`src/rtl/wsjd_pkg.sv`:
```
// Shared types and constants for the work-stealing job dispatcher.
// Holds the transaction structs, command and status codes, and sequencer states.
// No dependencies.
`default_nettype none

package wsjd_pkg;

  // Configuration register indexes.
  localparam int CfgIdxW  = 1;
  localparam int CfgDataW = 4;
  localparam logic [CfgIdxW-1:0] REG_WORKER_COUNT = 1'd0;
  localparam logic [CfgIdxW-1:0] REG_SHUTDOWN     = 1'd1;

  // Queue kinds, used as the top address bit of the job store.
  localparam logic KIND_GLOBAL = 1'b0;
  localparam logic KIND_LOCAL  = 1'b1;

  localparam int PendingW = 9;
  localparam logic [PendingW-1:0] PENDING_MAX = 9'd511;

  typedef enum logic [1:0] {
    CMD_ADD   = 2'd0,
    CMD_FETCH = 2'd1,
    CMD_DONE  = 2'd2,
    CMD_NONE  = 2'd3
  } cmd_e;

  typedef enum logic [1:0] {
    STAT_OK       = 2'd0,
    STAT_SHUTDOWN = 2'd1,
    STAT_FULL     = 2'd2,
    STAT_NO_JOB   = 2'd3
  } status_e;

  typedef enum logic [2:0] {
    S_IDLE,
    S_TURN,
    S_PUSH,
    S_PROBE,
    S_READ
  } state_e;

  typedef struct packed {
    logic [1:0]  cmd;
    logic [3:0]  worker_id;
    logic        affine;
    logic [15:0] job_tag;
  } req_t;

  typedef struct packed {
    logic [1:0]          status;
    logic [15:0]         job_tag_out;
    logic                from_local;
    logic [2:0]          source_queue;
    logic [PendingW-1:0] jobs_pending;
  } rsp_t;

  // Pointer unit operation and the state of the selected queue.
  typedef struct packed {
    logic push;
    logic pop;
  } qop_t;

  typedef struct packed {
    logic empty;
    logic full;
  } qstat_t;

endpackage

`default_nettype wire

```
`src/rtl/work_stealing_job_dispatcher.sv`:
```
// Work-stealing job dispatcher: each worker owns a local and a global job FIFO.
// A transaction is taken when start is high and busy is low; its single result
// appears on rsp_o for exactly one cycle with done_o high, and the receiver
// cannot stall it, so it must capture the result in that cycle. Shutdown
// rejections, refusals at the pending ceiling, completions and unknown commands
// finish without leaving idle (done_o in the cycle after the accept). An affine
// add goes through the push state; a round-robin add first goes through the
// turn state, which subtracts the worker count while the turn has to be reduced
// after the worker count shrank. A fetch probes one queue per cycle through the
// shared pointer unit and then reads the job from the registered job store. It
// probes the worker's own queue of the preferred kind first; if that kind is
// global it then scans the global queues of the other workers, and it tries the
// other kind too. Busy stays high until the result is produced. There is no
// clearing pass after reset: the job store needs none, since only written
// slots are ever read.
// Depends on wsjd_pkg, wsjd_qctl and wsjd_ram.
`default_nettype none

module work_stealing_job_dispatcher import wsjd_pkg::*; #(
  parameter int MAX_WORKERS = 8,
  parameter int QUEUE_DEPTH = 16,
  parameter int TAG_BITS    = 16
) (
  input  wire logic                clk_i,
  input  wire logic                rst_ni,
  // Command transaction.
  input  wire logic                start,
  output logic                     busy,
  input  wire req_t                req_i,
  // Result transaction.
  output logic                     done_o,
  output rsp_t                     rsp_o,
  // Configuration writes.
  input  wire logic                cfg_we_i,
  input  wire logic [CfgIdxW-1:0]  cfg_idx_i,
  input  wire logic [CfgDataW-1:0] cfg_data_i
);

  localparam int WW    = (MAX_WORKERS > 1) ? $clog2(MAX_WORKERS) : 1;
  localparam int PW    = $clog2(QUEUE_DEPTH);
  localparam int EffW  = 5;
  localparam int SW    = (TAG_BITS < 16) ? TAG_BITS : 16;
  localparam int AddrW = 1 + WW + PW;

  // Configuration registers.
  logic [3:0] wc_q;
  logic       shut_q;

  // Sequencer and job state.
  state_e            state_q, state_d;
  logic [WW-1:0]     wid_q, wid_d;       // requesting worker, clamped
  logic [WW-1:0]     qidx_q, qidx_d;     // push target queue
  logic [WW-1:0]     scan_q, scan_d;     // steal scan position
  logic [WW-1:0]     rem_q, rem_d;       // turn being reduced
  logic [WW-1:0]     turn_q, turn_d;
  logic [WW-1:0]     src_q, src_d;
  logic              kind_q, kind_d;
  logic              own_q, own_d;       // probing the worker's own queue
  logic              second_q, second_d; // trying the non-preferred kind
  logic [SW-1:0]     tag_q, tag_d;
  logic [MAX_WORKERS-1:0] pref_q, pref_d;
  logic [PendingW-1:0]    pending_q, pending_d;
  logic              done_d;
  logic              done_q;
  rsp_t              rsp_q, rsp_d;

  // Effective worker count and clamped request worker.
  logic [EffW-1:0] eff;
  logic [EffW-1:0] last_w;
  logic [WW-1:0]   req_wid;
  logic            acc;

  always_comb begin
    if (wc_q == '0) begin
      eff = EffW'(1);
    end else if (EffW'(wc_q) > EffW'(MAX_WORKERS)) begin
      eff = EffW'(MAX_WORKERS);
    end else begin
      eff = EffW'(wc_q);
    end
  end

  assign last_w  = eff - 1'b1;
  assign req_wid = (EffW'(req_i.worker_id) > last_w) ? WW'(last_w) : WW'(req_i.worker_id);
  assign acc     = start && !busy;
  assign busy    = (state_q != S_IDLE);

  // Pointer unit and job store.
  logic          q_kind;
  logic [WW-1:0] q_idx;
  qop_t          q_op;
  qstat_t        q_stat;
  logic [PW-1:0] q_pos;
  logic [SW-1:0] ram_rdata;

  wsjd_qctl #(
    .MAX_WORKERS (MAX_WORKERS),
    .QUEUE_DEPTH (QUEUE_DEPTH)
  ) u_qctl (
    .clk_i  (clk_i),
    .rst_ni (rst_ni),
    .kind_i (q_kind),
    .idx_i  (q_idx),
    .op_i   (q_op),
    .stat_o (q_stat),
    .pos_o  (q_pos)
  );

  wsjd_ram #(
    .Width (SW),
    .Depth (2 ** AddrW)
  ) u_store (
    .clk_i   (clk_i),
    .we_i    (q_op.push),
    .waddr_i ({q_kind, q_idx, q_pos}),
    .wdata_i (tag_q),
    .raddr_i ({q_kind, q_idx, q_pos}),
    .rdata_o (ram_rdata)
  );

  // Shared decisions of the sequencer.
  logic turn_big;   // the turn is still at or above the worker count
  logic probe_ok;   // the probed queue is a legal candidate
  logic probe_hit;
  logic try_done;   // no candidate left in the current kind

  assign turn_big  = (EffW'(rem_q) >= eff);
  assign probe_ok  = own_q || (scan_q != wid_q);
  assign probe_hit = probe_ok && !q_stat.empty;
  assign try_done  = own_q ? (kind_q == KIND_LOCAL) : (EffW'(scan_q) + 1'b1 >= eff);

  always_comb begin
    q_kind = kind_q;
    q_idx  = qidx_q;
    if (state_q == S_PROBE) begin
      q_idx = own_q ? wid_q : scan_q;
    end
  end

  // Next state.
  always_comb begin
    state_d = state_q;
    case (state_q)
      S_IDLE: begin
        if (acc) begin
          case (req_i.cmd)
            CMD_ADD: begin
              if (!shut_q && (pending_q < PENDING_MAX)) begin
                state_d = req_i.affine ? S_PUSH : S_TURN;
              end
            end
            CMD_FETCH: state_d = S_PROBE;
            default:   state_d = S_IDLE;
          endcase
        end
      end
      S_TURN: begin
        if (!turn_big) begin
          state_d = S_PUSH;
        end
      end
      S_PUSH: state_d = S_IDLE;
      S_PROBE: begin
        if (probe_hit) begin
          state_d = S_READ;
        end else if (try_done && second_q) begin
          state_d = S_IDLE;
        end
      end
      S_READ:  state_d = S_IDLE;
      default: state_d = S_IDLE;
    endcase
  end

  // Datapath and result.
  always_comb begin
    wid_d     = wid_q;
    qidx_d    = qidx_q;
    scan_d    = scan_q;
    rem_d     = rem_q;
    turn_d    = turn_q;
    src_d     = src_q;
    kind_d    = kind_q;
    own_d     = own_q;
    second_d  = second_q;
    tag_d     = tag_q;
    pref_d    = pref_q;
    pending_d = pending_q;
    q_op      = '0;
    done_d    = 1'b0;
    rsp_d     = rsp_q;

    // Defaults for a finishing transaction; each path below overrides fields.
    rsp_d.status       = STAT_NO_JOB;
    rsp_d.job_tag_out  = '0;
    rsp_d.from_local   = 1'b0;
    rsp_d.source_queue = '0;

    case (state_q)
      S_IDLE: begin
        if (acc) begin
          wid_d = req_wid;
          tag_d = SW'(req_i.job_tag);
          case (req_i.cmd)
            CMD_ADD: begin
              if (shut_q) begin
                done_d       = 1'b1;
                rsp_d.status = STAT_SHUTDOWN;
              end else if (pending_q >= PENDING_MAX) begin
                done_d       = 1'b1;
                rsp_d.status = STAT_FULL;
              end else if (req_i.affine) begin
                kind_d = KIND_LOCAL;
                qidx_d = req_wid;
              end else begin
                kind_d = KIND_GLOBAL;
                rem_d  = turn_q;
              end
            end
            CMD_FETCH: begin
              kind_d          = pref_q[req_wid];
              pref_d[req_wid] = !pref_q[req_wid];
              own_d           = 1'b1;
              second_d        = 1'b0;
            end
            CMD_DONE: begin
              done_d = 1'b1;
              if (pending_q != '0) begin
                pending_d    = pending_q - 1'b1;
                rsp_d.status = STAT_OK;
              end
            end
            default: begin
              done_d = 1'b1;
            end
          endcase
        end
      end

      S_TURN: begin
        // A turn left over from a larger worker count is brought back in range
        // one subtraction per cycle; the stored turn itself stays untouched.
        if (turn_big) begin
          rem_d = WW'(EffW'(rem_q) - eff);
        end else begin
          qidx_d = rem_q;
        end
      end

      S_PUSH: begin
        done_d             = 1'b1;
        rsp_d.from_local   = kind_q;
        rsp_d.source_queue = 3'(qidx_q);
        if (q_stat.full) begin
          rsp_d.status = STAT_FULL;
        end else begin
          q_op.push    = 1'b1;
          pending_d    = pending_q + 1'b1;
          rsp_d.status = STAT_OK;
          if (kind_q == KIND_GLOBAL) begin
            turn_d = (EffW'(qidx_q) + 1'b1 == eff) ? '0 : qidx_q + 1'b1;
          end
        end
      end

      S_PROBE: begin
        if (probe_hit) begin
          q_op.pop = 1'b1;
          src_d    = q_idx;
        end else if (!try_done) begin
          if (own_q) begin
            own_d  = 1'b0;
            scan_d = '0;
          end else begin
            scan_d = scan_q + 1'b1;
          end
        end else if (!second_q) begin
          second_d = 1'b1;
          kind_d   = !kind_q;
          own_d    = 1'b1;
        end else begin
          done_d = 1'b1;
        end
      end

      S_READ: begin
        done_d             = 1'b1;
        rsp_d.status       = STAT_OK;
        rsp_d.job_tag_out  = 16'(ram_rdata);
        rsp_d.from_local   = kind_q;
        rsp_d.source_queue = 3'(src_q);
      end

      default: begin
      end
    endcase

    rsp_d.jobs_pending = pending_d;
  end

  always_ff @(posedge clk_i or negedge rst_ni) begin
    if (!rst_ni) begin
      state_q   <= S_IDLE;
      turn_q    <= '0;
      pref_q    <= '0;
      pending_q <= '0;
      done_q    <= 1'b0;
      wc_q      <= 4'd8;
      shut_q    <= 1'b0;
    end else begin
      state_q   <= state_d;
      turn_q    <= turn_d;
      pref_q    <= pref_d;
      pending_q <= pending_d;
      done_q    <= done_d;
      if (cfg_we_i) begin
        case (cfg_idx_i)
          REG_WORKER_COUNT: wc_q   <= cfg_data_i;
          REG_SHUTDOWN:     shut_q <= cfg_data_i[0];
          default: begin
          end
        endcase
      end
    end
  end

  always_ff @(posedge clk_i) begin
    wid_q    <= wid_d;
    qidx_q   <= qidx_d;
    scan_q   <= scan_d;
    rem_q    <= rem_d;
    src_q    <= src_d;
    kind_q   <= kind_d;
    own_q    <= own_d;
    second_q <= second_d;
    tag_q    <= tag_d;
    if (done_d) begin
      rsp_q <= rsp_d;
    end
  end

  assign done_o = done_q;
  assign rsp_o  = rsp_q;

endmodule

`default_nettype wire

```
`src/rtl/wsjd_ram.sv`:
```
// Generic single-write, single-read RAM with a registered read port.
// No dependencies.
`default_nettype none

module wsjd_ram #(
  parameter int Width = 16,
  parameter int Depth = 256
) (
  input  wire logic                     clk_i,
  input  wire logic                     we_i,
  input  wire logic [$clog2(Depth)-1:0] waddr_i,
  input  wire logic [Width-1:0]         wdata_i,
  input  wire logic [$clog2(Depth)-1:0] raddr_i,
  output logic      [Width-1:0]         rdata_o
);

  logic [Width-1:0] mem_q [Depth];

  always_ff @(posedge clk_i) begin
    if (we_i) begin
      mem_q[waddr_i] <= wdata_i;
    end
    rdata_o <= mem_q[raddr_i];
  end

endmodule

`default_nettype wire

```
`src/rtl/wsjd_qctl.sv`:
```
// Queue pointer unit: head and fill count of every local and global FIFO.
// Looks at one selected queue per cycle and gives its store slot.
// Depends on wsjd_pkg.
`default_nettype none

module wsjd_qctl import wsjd_pkg::*; #(
  parameter int MAX_WORKERS = 8,
  parameter int QUEUE_DEPTH = 16
) (
  input  wire logic                                         clk_i,
  input  wire logic                                         rst_ni,
  input  wire logic                                         kind_i,
  input  wire logic [(MAX_WORKERS > 1 ? $clog2(MAX_WORKERS) : 1)-1:0] idx_i,
  input  wire qop_t                                         op_i,
  output qstat_t                                            stat_o,
  output logic      [$clog2(QUEUE_DEPTH)-1:0]               pos_o
);

  localparam int WW   = (MAX_WORKERS > 1) ? $clog2(MAX_WORKERS) : 1;
  localparam int PW   = $clog2(QUEUE_DEPTH);
  localparam int CW   = $clog2(QUEUE_DEPTH + 1);
  localparam int SumW = CW + 1;

  logic [PW-1:0] head_q  [2][MAX_WORKERS];
  logic [CW-1:0] count_q [2][MAX_WORKERS];

  logic [PW-1:0]   head_sel;
  logic [CW-1:0]   count_sel;
  logic [SumW-1:0] tail_sum;
  logic [PW-1:0]   tail_pos;
  logic [PW-1:0]   head_next;

  assign head_sel  = head_q[kind_i][idx_i];
  assign count_sel = count_q[kind_i][idx_i];

  // The tail slot is head plus count, wrapped once at the depth.
  assign tail_sum = SumW'(head_sel) + SumW'(count_sel);
  assign tail_pos = (tail_sum >= SumW'(QUEUE_DEPTH)) ?
                    PW'(tail_sum - SumW'(QUEUE_DEPTH)) : PW'(tail_sum);
  assign head_next = (head_sel == PW'(QUEUE_DEPTH - 1)) ? '0 : head_sel + 1'b1;

  assign stat_o.empty = (count_sel == '0);
  assign stat_o.full  = (count_sel == CW'(QUEUE_DEPTH));
  assign pos_o        = op_i.push ? tail_pos : head_sel;

  always_ff @(posedge clk_i or negedge rst_ni) begin
    if (!rst_ni) begin
      for (int k = 0; k < 2; k++) begin
        for (int w = 0; w < MAX_WORKERS; w++) begin
          head_q[k][w]  <= '0;
          count_q[k][w] <= '0;
        end
      end
    end else if (op_i.push) begin
      count_q[kind_i][idx_i] <= count_sel + 1'b1;
    end else if (op_i.pop) begin
      count_q[kind_i][idx_i] <= count_sel - 1'b1;
      head_q[kind_i][idx_i]  <= head_next;
    end
  end

endmodule

`default_nettype wire
```
`config.mk`:
```
export PLATFORM = sky130hd
export DESIGN_NAME = work_stealing_job_dispatcher
export DESIGN_NICKNAME = d
export VERILOG_FILES = /design/src/rtl/wsjd_pkg.sv /design/src/rtl/work_stealing_job_dispatcher.sv /design/src/rtl/wsjd_ram.sv /design/src/rtl/wsjd_qctl.sv
export SDC_FILE = /design/constraint.sdc
export NUM_CORES = 2
export LEC_CHECK = 0
export BUFFER_PORTS_ARGS = -buffer_cell sky130_fd_sc_hd__buf_4
export CORE_AREA = 4 4 658 660
export DETAILED_ROUTE_END_ITERATION = 16
export DIE_AREA = 0 0 662 664
export GPL_ROUTABILITY_DRIVEN = 0
export HOLD_SLACK_MARGIN = 0.12
export PLACE_DENSITY_LB_ADDON = 0.05
export SYNTH_ARGS = -nofsm -noshare
export SYNTH_HDL_FRONTEND = slang
export SYNTH_HIERARCHICAL = 1
export SYNTH_SLANG_ARGS = --single-unit
export TNS_END_PERCENT = 1
```
`constraint.sdc`:
```
create_clock -name clk_i -period 10.1 [get_ports clk_i]
set_input_delay 2.02 -clock clk_i [delete_from_list [all_inputs] [get_ports clk_i]]
set_output_delay 2.02 -clock clk_i [all_outputs]
set_load 0.005 [all_outputs]
```
After elaboration in Yosys (flattened, before gate mapping)
Memories as Yosys holds them, arrays and structs flattened. A register that Yosys moved wholly into a read port is not among the register bits.
Cells that the tools add are included.
{ "op_classes": {"add_sub_neg": 13, "bitwise_logic": 8, "mux": 109, "magnitude_cmp": 13, "eq_ne": 28, "n_reduce_logical": 37} }
{ "op_table": {"columns": ["op", "n"], "rows": [
  ["80-bit bitwise mux", 2],
  ["40-bit 2-to-1 mux", 4],
  ["80-bit 2-to-1 mux", 2],
  ["32-bit 2-to-1 mux", 4],
  ["64-bit bitwise mux", 1],
  ["3-bit 2-to-1 mux", 21],
  ["40-bit demux with 1-bit select", 1],
  ["9-bit 2-to-1 mux", 4],
  ["32-bit demux with 1-bit select", 1],
  ["1-bit 2-to-1 mux", 32],
  ["4-bit 2-to-1 mux", 8],
  ["2-bit != test (second input constant)", 10],
  ["3-bit case mux with 2 select lines", 3],
  ["9-bit case mux with 2 select lines", 1],
  ["5-bit binary-select mux with 3-bit select", 1],
  ["5-bit demux with 3-bit select", 1],
  ["5-bit 2-to-1 mux", 3],
  ["7-bit AND reduction", 2],
  ["4-bit binary-select mux with 3-bit select", 1],
  ["4-bit demux with 3-bit select", 1],
  ["3-bit != test (second input constant)", 4],
  ["2-bit 2-to-1 mux", 5],
  ["1-bit case mux with 2 select lines", 5],
  ["2-bit AND reduction", 5],
  ["other kinds (61)", 86]
]} }
{ "totals": {"out_inout_bits": 33, "memories": 1, "input_bits": 32, "wordCells": 262, "ramBits": 4096, "ff_bits": 238} }
{ "mem_list": {"columns": ["name", "words", "width", "read_ports", "rd_ports_with_merged_regs", "write_ports", "line_no", "text"], "rows": [
  ["u_store.mem_q", 256, 16, 1, 1, 1, "wsjd_ram.sv:17", "logic [Width-1:0] mem_q [Depth];"]
]} }

Depth between registers and ports, before layout
{ "depth": {"word_depth": 14, "mapped_depth": 31, "depth_no_buf": 21} }

Hierarchy
The synthesis kept the hierarchy.
{ "modules_own_cells": {"columns": ["module", "cells_each", "seq_area_each_um2", "instances", "area_each_um2"], "rows": [
  ["wsjd_ram", 7360, 123318.3, 1, 158714.7],
  ["wsjd_qctl", 615, 3603.5, 1, 6926.6],
  ["work_stealing_job_dispatcher", 404, 2678.8, 1, 4744.6]
]} }

Worst setup path before layout
Ideal clock, no wire load.
{ "synth_timing": {"path_kind": "flip-flop to flip-flop", "from": "register state_q[2]", "to": "register rsp_q (netlist bit rsp_o[0]) (enable)", "required_time_ns": 9.569, "slack_ns": 2.186, "setup_time_ns": 0.531, "period_less_slack_ns": 7.914, "arrival_time_ns": 7.383, "stages_incl_launch_ff": 15, "n_path_buf": 6, "cell_sequence": "dfrtp_1 -> clkbuf_1 -> nor2b_1 -> nand2_1 -> clkbuf_1 -> o21ai_0 -> buf_2 -> buf_4 -> buf_2 -> clkbuf_1 -> mux4_2 -> a21oi_2 -> and3_1 -> nor2_1 -> o311ai_0"} }
{ "synth_lines": {"columns": ["item", "line_no", "text"], "rows": [
  ["from (decl)", "work_stealing_job_dispatcher.sv:50", "state_e state_q, state_d;"],
  ["from (signal assigned)", "work_stealing_job_dispatcher.sv:311", "state_q <= state_d;"],
  ["to (signal assigned)", "work_stealing_job_dispatcher.sv:338", "rsp_q <= rsp_d;"],
  ["to (decl)", "work_stealing_job_dispatcher.sv:65", "rsp_t rsp_q, rsp_d;"]
]} }

==> impl_metrics.tcl <==
set metrics [dict create \
    reg2regPathDepth 21 \
    first_iter_violations 9641 \
    ys_async_sr_fraction_pct 3.98 \
    port_buffers 64 \
    drive_gt1_share_pct 25.8 \
    antenna_found_initial 28 \
    insertion_delay_ps 1020 \
    clkTransAtPathRegs_ps 60 \
    ant_nets 0 \
    cts_tree "built" \
    coreArea_sq_mm 0.427 \
    fp.dieH_um 664 \
    drc 0 \
    cp_cell_sequence "nor2b_1, nand2_1, o21ai_4, nand3b_1, o22ai_1, nor3_1, and2_1, ha_1, nand2_1, nor2_1, nor3_2, buf_4, nand2_1, xnor2_2, buf_4, nand4b_1, nor2_1, o21ai_0, and4_1, nand4_1, nor4_1" \
    via_per_inst 5.81 \
    grt_pass1_vias 87300 \
    timing.final.crit_share_pct 90.1 \
    cts_sinks 4350 \
    ctsHoldBuffers 0 \
    layout_commonest_cell "edfxtp_1" \
    syn_nets 8435 \
    synthCells 8379 \
    fp-row-count 240 \
    final_area_sq_mm 0.195 \
    critPathRequiredTime_ps 10920 \
    worstSetupEndpointType "register" \
    critPathKind "reg -> reg" \
    syn_area_per_cell_sq_um 20.3 \
    post-cts-setup-buffers 0 \
    wl_mm 517 \
    yosysUniqueCellTypes 91 \
    power.density_mw_per_mm2 279 \
    cts_made_buffers 469 \
    r2r-start "state_q[1]$_DFFE_PN0P_" \
    worstSetupStartpointType "register" \
    die_area_sq_mm 0.440 \
    fmax_mhz 110 \
    timing_hold_violations_final 0 \
    critPathMaxStageDelay_ps 1160 \
    synth-seq-area-share_pct 76.1 \
    hp-start "u_qctl/head_q[46]$_DFFE_PN0P_" \
    vias 87300 \
    post_drt_wl_per_cell_um 34.4 \
    hold_end "u_qctl/head_q[46]$_DFFE_PN0P_" \
    cts_root_buffer "clkbuf_16" \
    worst_hold_slack_ps 475 \
    htree_levels 5 \
    crit_fanout 34 \
    status "completed" \
    use_met2_pct 36.6 \
    maxCapViolCount 0 \
    postPlaceCellArea_sq_mm 0.180 \
    grt_most_used_layer "met2" \
    met3_usage_pct 3.59 \
    io_pins 65 \
    path_common_cell "nand2_1" \
    whs_path_depth 2 \
    nets 8978 \
    reg2reg_to "u_store/rdata_o[1]$_DFF_P_" \
    clk_path_buf_depth 4 \
    arrival_ps 9920 \
    rsz0062_at_grt "false" \
    regToRegSetupSlack_ps 1000 \
    syn_to_final_growth_pct 14.6 \
    grt_max_degree 189 \
    n_fill_cell 36100 \
    die_w_um 662 \
    synth-edff-count 4161 \
    finalMaxSlewViolations 0 \
    ff_latch_area_sq_mm 0.130 \
    worst_pin_slew_ps 1400 \
    ys_ff_latch 4350 \
    grt_pass1_wl_mm 718 \
    vdd_drop_max_mv 0.229 \
    fin_setup_tns_ps 0 \
    leakagePower_uw 0.0601 \
    initial_core_util_pct 39.9 \
    synthFlopType "edfxtp_1" \
    setup_violations 0 \
    synthesis.area_sq_mm 0.170 \
    relSlewSlack_pct 6.09 \
    synth.yosys.warnings 6 \
    place_hpwl_mm 310 \
    first_pass_iters 5 \
    cts-resized-gates 0 \
    fin_worst_skew_ps 81.3 \
    hold_class "reg -> reg" \
    finalCriticalPeriod_ps 9100 \
    met1_usage_pct 34.1 \
    overflow 0 \
    multi_input_area_sq_mm 0.0384 \
    slowest_stage "nor2_1" \
    grt.total_usage_pct 23.2 \
    final_cell_mix "edfxtp_1, mux4_2, mux2i_1, buf_4, clkbuf_16" \
]
-- sequential cells by signal, indices dropped and copies added, names as in the netlist, 4 cells and up --
signal / cells
rsp_o: 31
u_qctl/count_q: 80
u_qctl/head_q: 64
tag_q: 16
wc_q: 4
pending_q: 9
u_store/mem_q: 4096
u_store/rdata_o: 16
pref_q: 8
-- worst max-delay path by stage --
stage,from,cells past startpoint,end,slack [ps]
finish,state_q[1]$_DFFE_PN0P_,21,u_store/rdata_o[1]$_DFF_P_,1000
floorplan,state_q[2]$_DFFE_PN0P_,14,rsp_o[0]$_DFFE_PP_,2190
global placement,state_q[1]$_DFFE_PN0P_,20,u_store/rdata_o[15]$_DFF_P_,870
detailed placement,state_q[1]$_DFFE_PN0P_,21,u_store/rdata_o[1]$_DFF_P_,1010
CTS,state_q[1]$_DFFE_PN0P_,21,u_store/rdata_o[1]$_DFF_P_,980
global route,state_q[1]$_DFFE_PN0P_,21,u_store/rdata_o[1]$_DFF_P_,390
-- stage by stage --
step / instances / setup slack (ps) / utilization [%] / power [uW]
floorplan: 8379 / 2190 / - / 32100
global placement: 14100 / 870 / 42.2 / 38100
detailed placement: 14100 / 1010 / 42.2 / 38200
CTS: 15000 / 977 / 45.7 / 55100
global route: 15000 / 390 / 45.7 / 56600
finish: 15000 / 997 / 45.7 / 54400
-- area by class of cell --
type | count | area share [%]
sequential | 4350 | 66.4
multi-input combinational | 3507 | 19.7
clock buffer | 590 | 6.34
tap | 5687 | 3.65
timing repair buffer | 564 | 2.49
clock inverter | 285 | 1.36
inverter | 30 | 0.0641
antenna | 11 | 0.0141
-- synthesized netlist by cell type, types with 23 or more instances --
library cell	instances	share of area, %
nand3_1	50	0.15
a22oi_1	47	0.21
nand4_1	28	0.10
nand2_1	163	0.36
buf_4	30	0.13
a21oi_1	216	0.63
o221ai_1	254	1.3
a22o_1	37	0.19
edfxtp_1	4161	73
dfrtp_1	172	2.5
a221oi_1	30	0.15
ha_1	23	0.17
clkbuf_1	249	0.55
mux2i_1	603	3.5
buf_2	87	0.26
o21ai_0	122	0.36
mux2_2	136	0.90
nor3_1	102	0.30
o22ai_1	162	0.59
buf_1	28	0.062
nor2b_1	23	0.084
inv_1	26	0.057
nor2_1	397	0.87
mux4_2	818	11
buf_6	80	0.53
-- metal layers --
layer | routed length (um) | up-vias
met5 | 0 | -
met4 | 12200 | 0
met3 | 31500 | 582
met2 | 243000 | 2749
met1 | 230000 | 47800
li1 | - | 36100
-- power by group --
group	internal [uW]	switching, uW	leakage [uW]
clock network	9720	7100	0.00731
logic	5910	10300	0.0130
registers	21100	314	0.0398
total	36700	17700	0.0601
-- worst max-delay path, delay by kind of cell, from the launching register on --
kind | cells | cell delay, ps
buffers and inverters | 2 | 1010
and+or+nand+nor | 14 | 4940
xor gates and xnor gates | 1 | 440
AOI/OAI and AO/OA | 3 | 1640
adders and majority gates | 1 | 230
DFF | 1 | 560
-- logic make-up after synthesis --
family / Yosys count / synth area share [%]
AND/OR/NAND/NOR: 887 / 2.41
flip-flops: 4350 / 76.1
buffers and inverters: 522 / 1.77
adder cells (fa/ha/maj): 25 / 0.187
multiplexers: 1563 / 15.3
XOR/XNOR: 26 / 0.138
AO/OA/AOI/OAI: 1005 / 4.09
other: 1 / 0.00220
No activity file was read; power rests on OpenSTA's default activity.
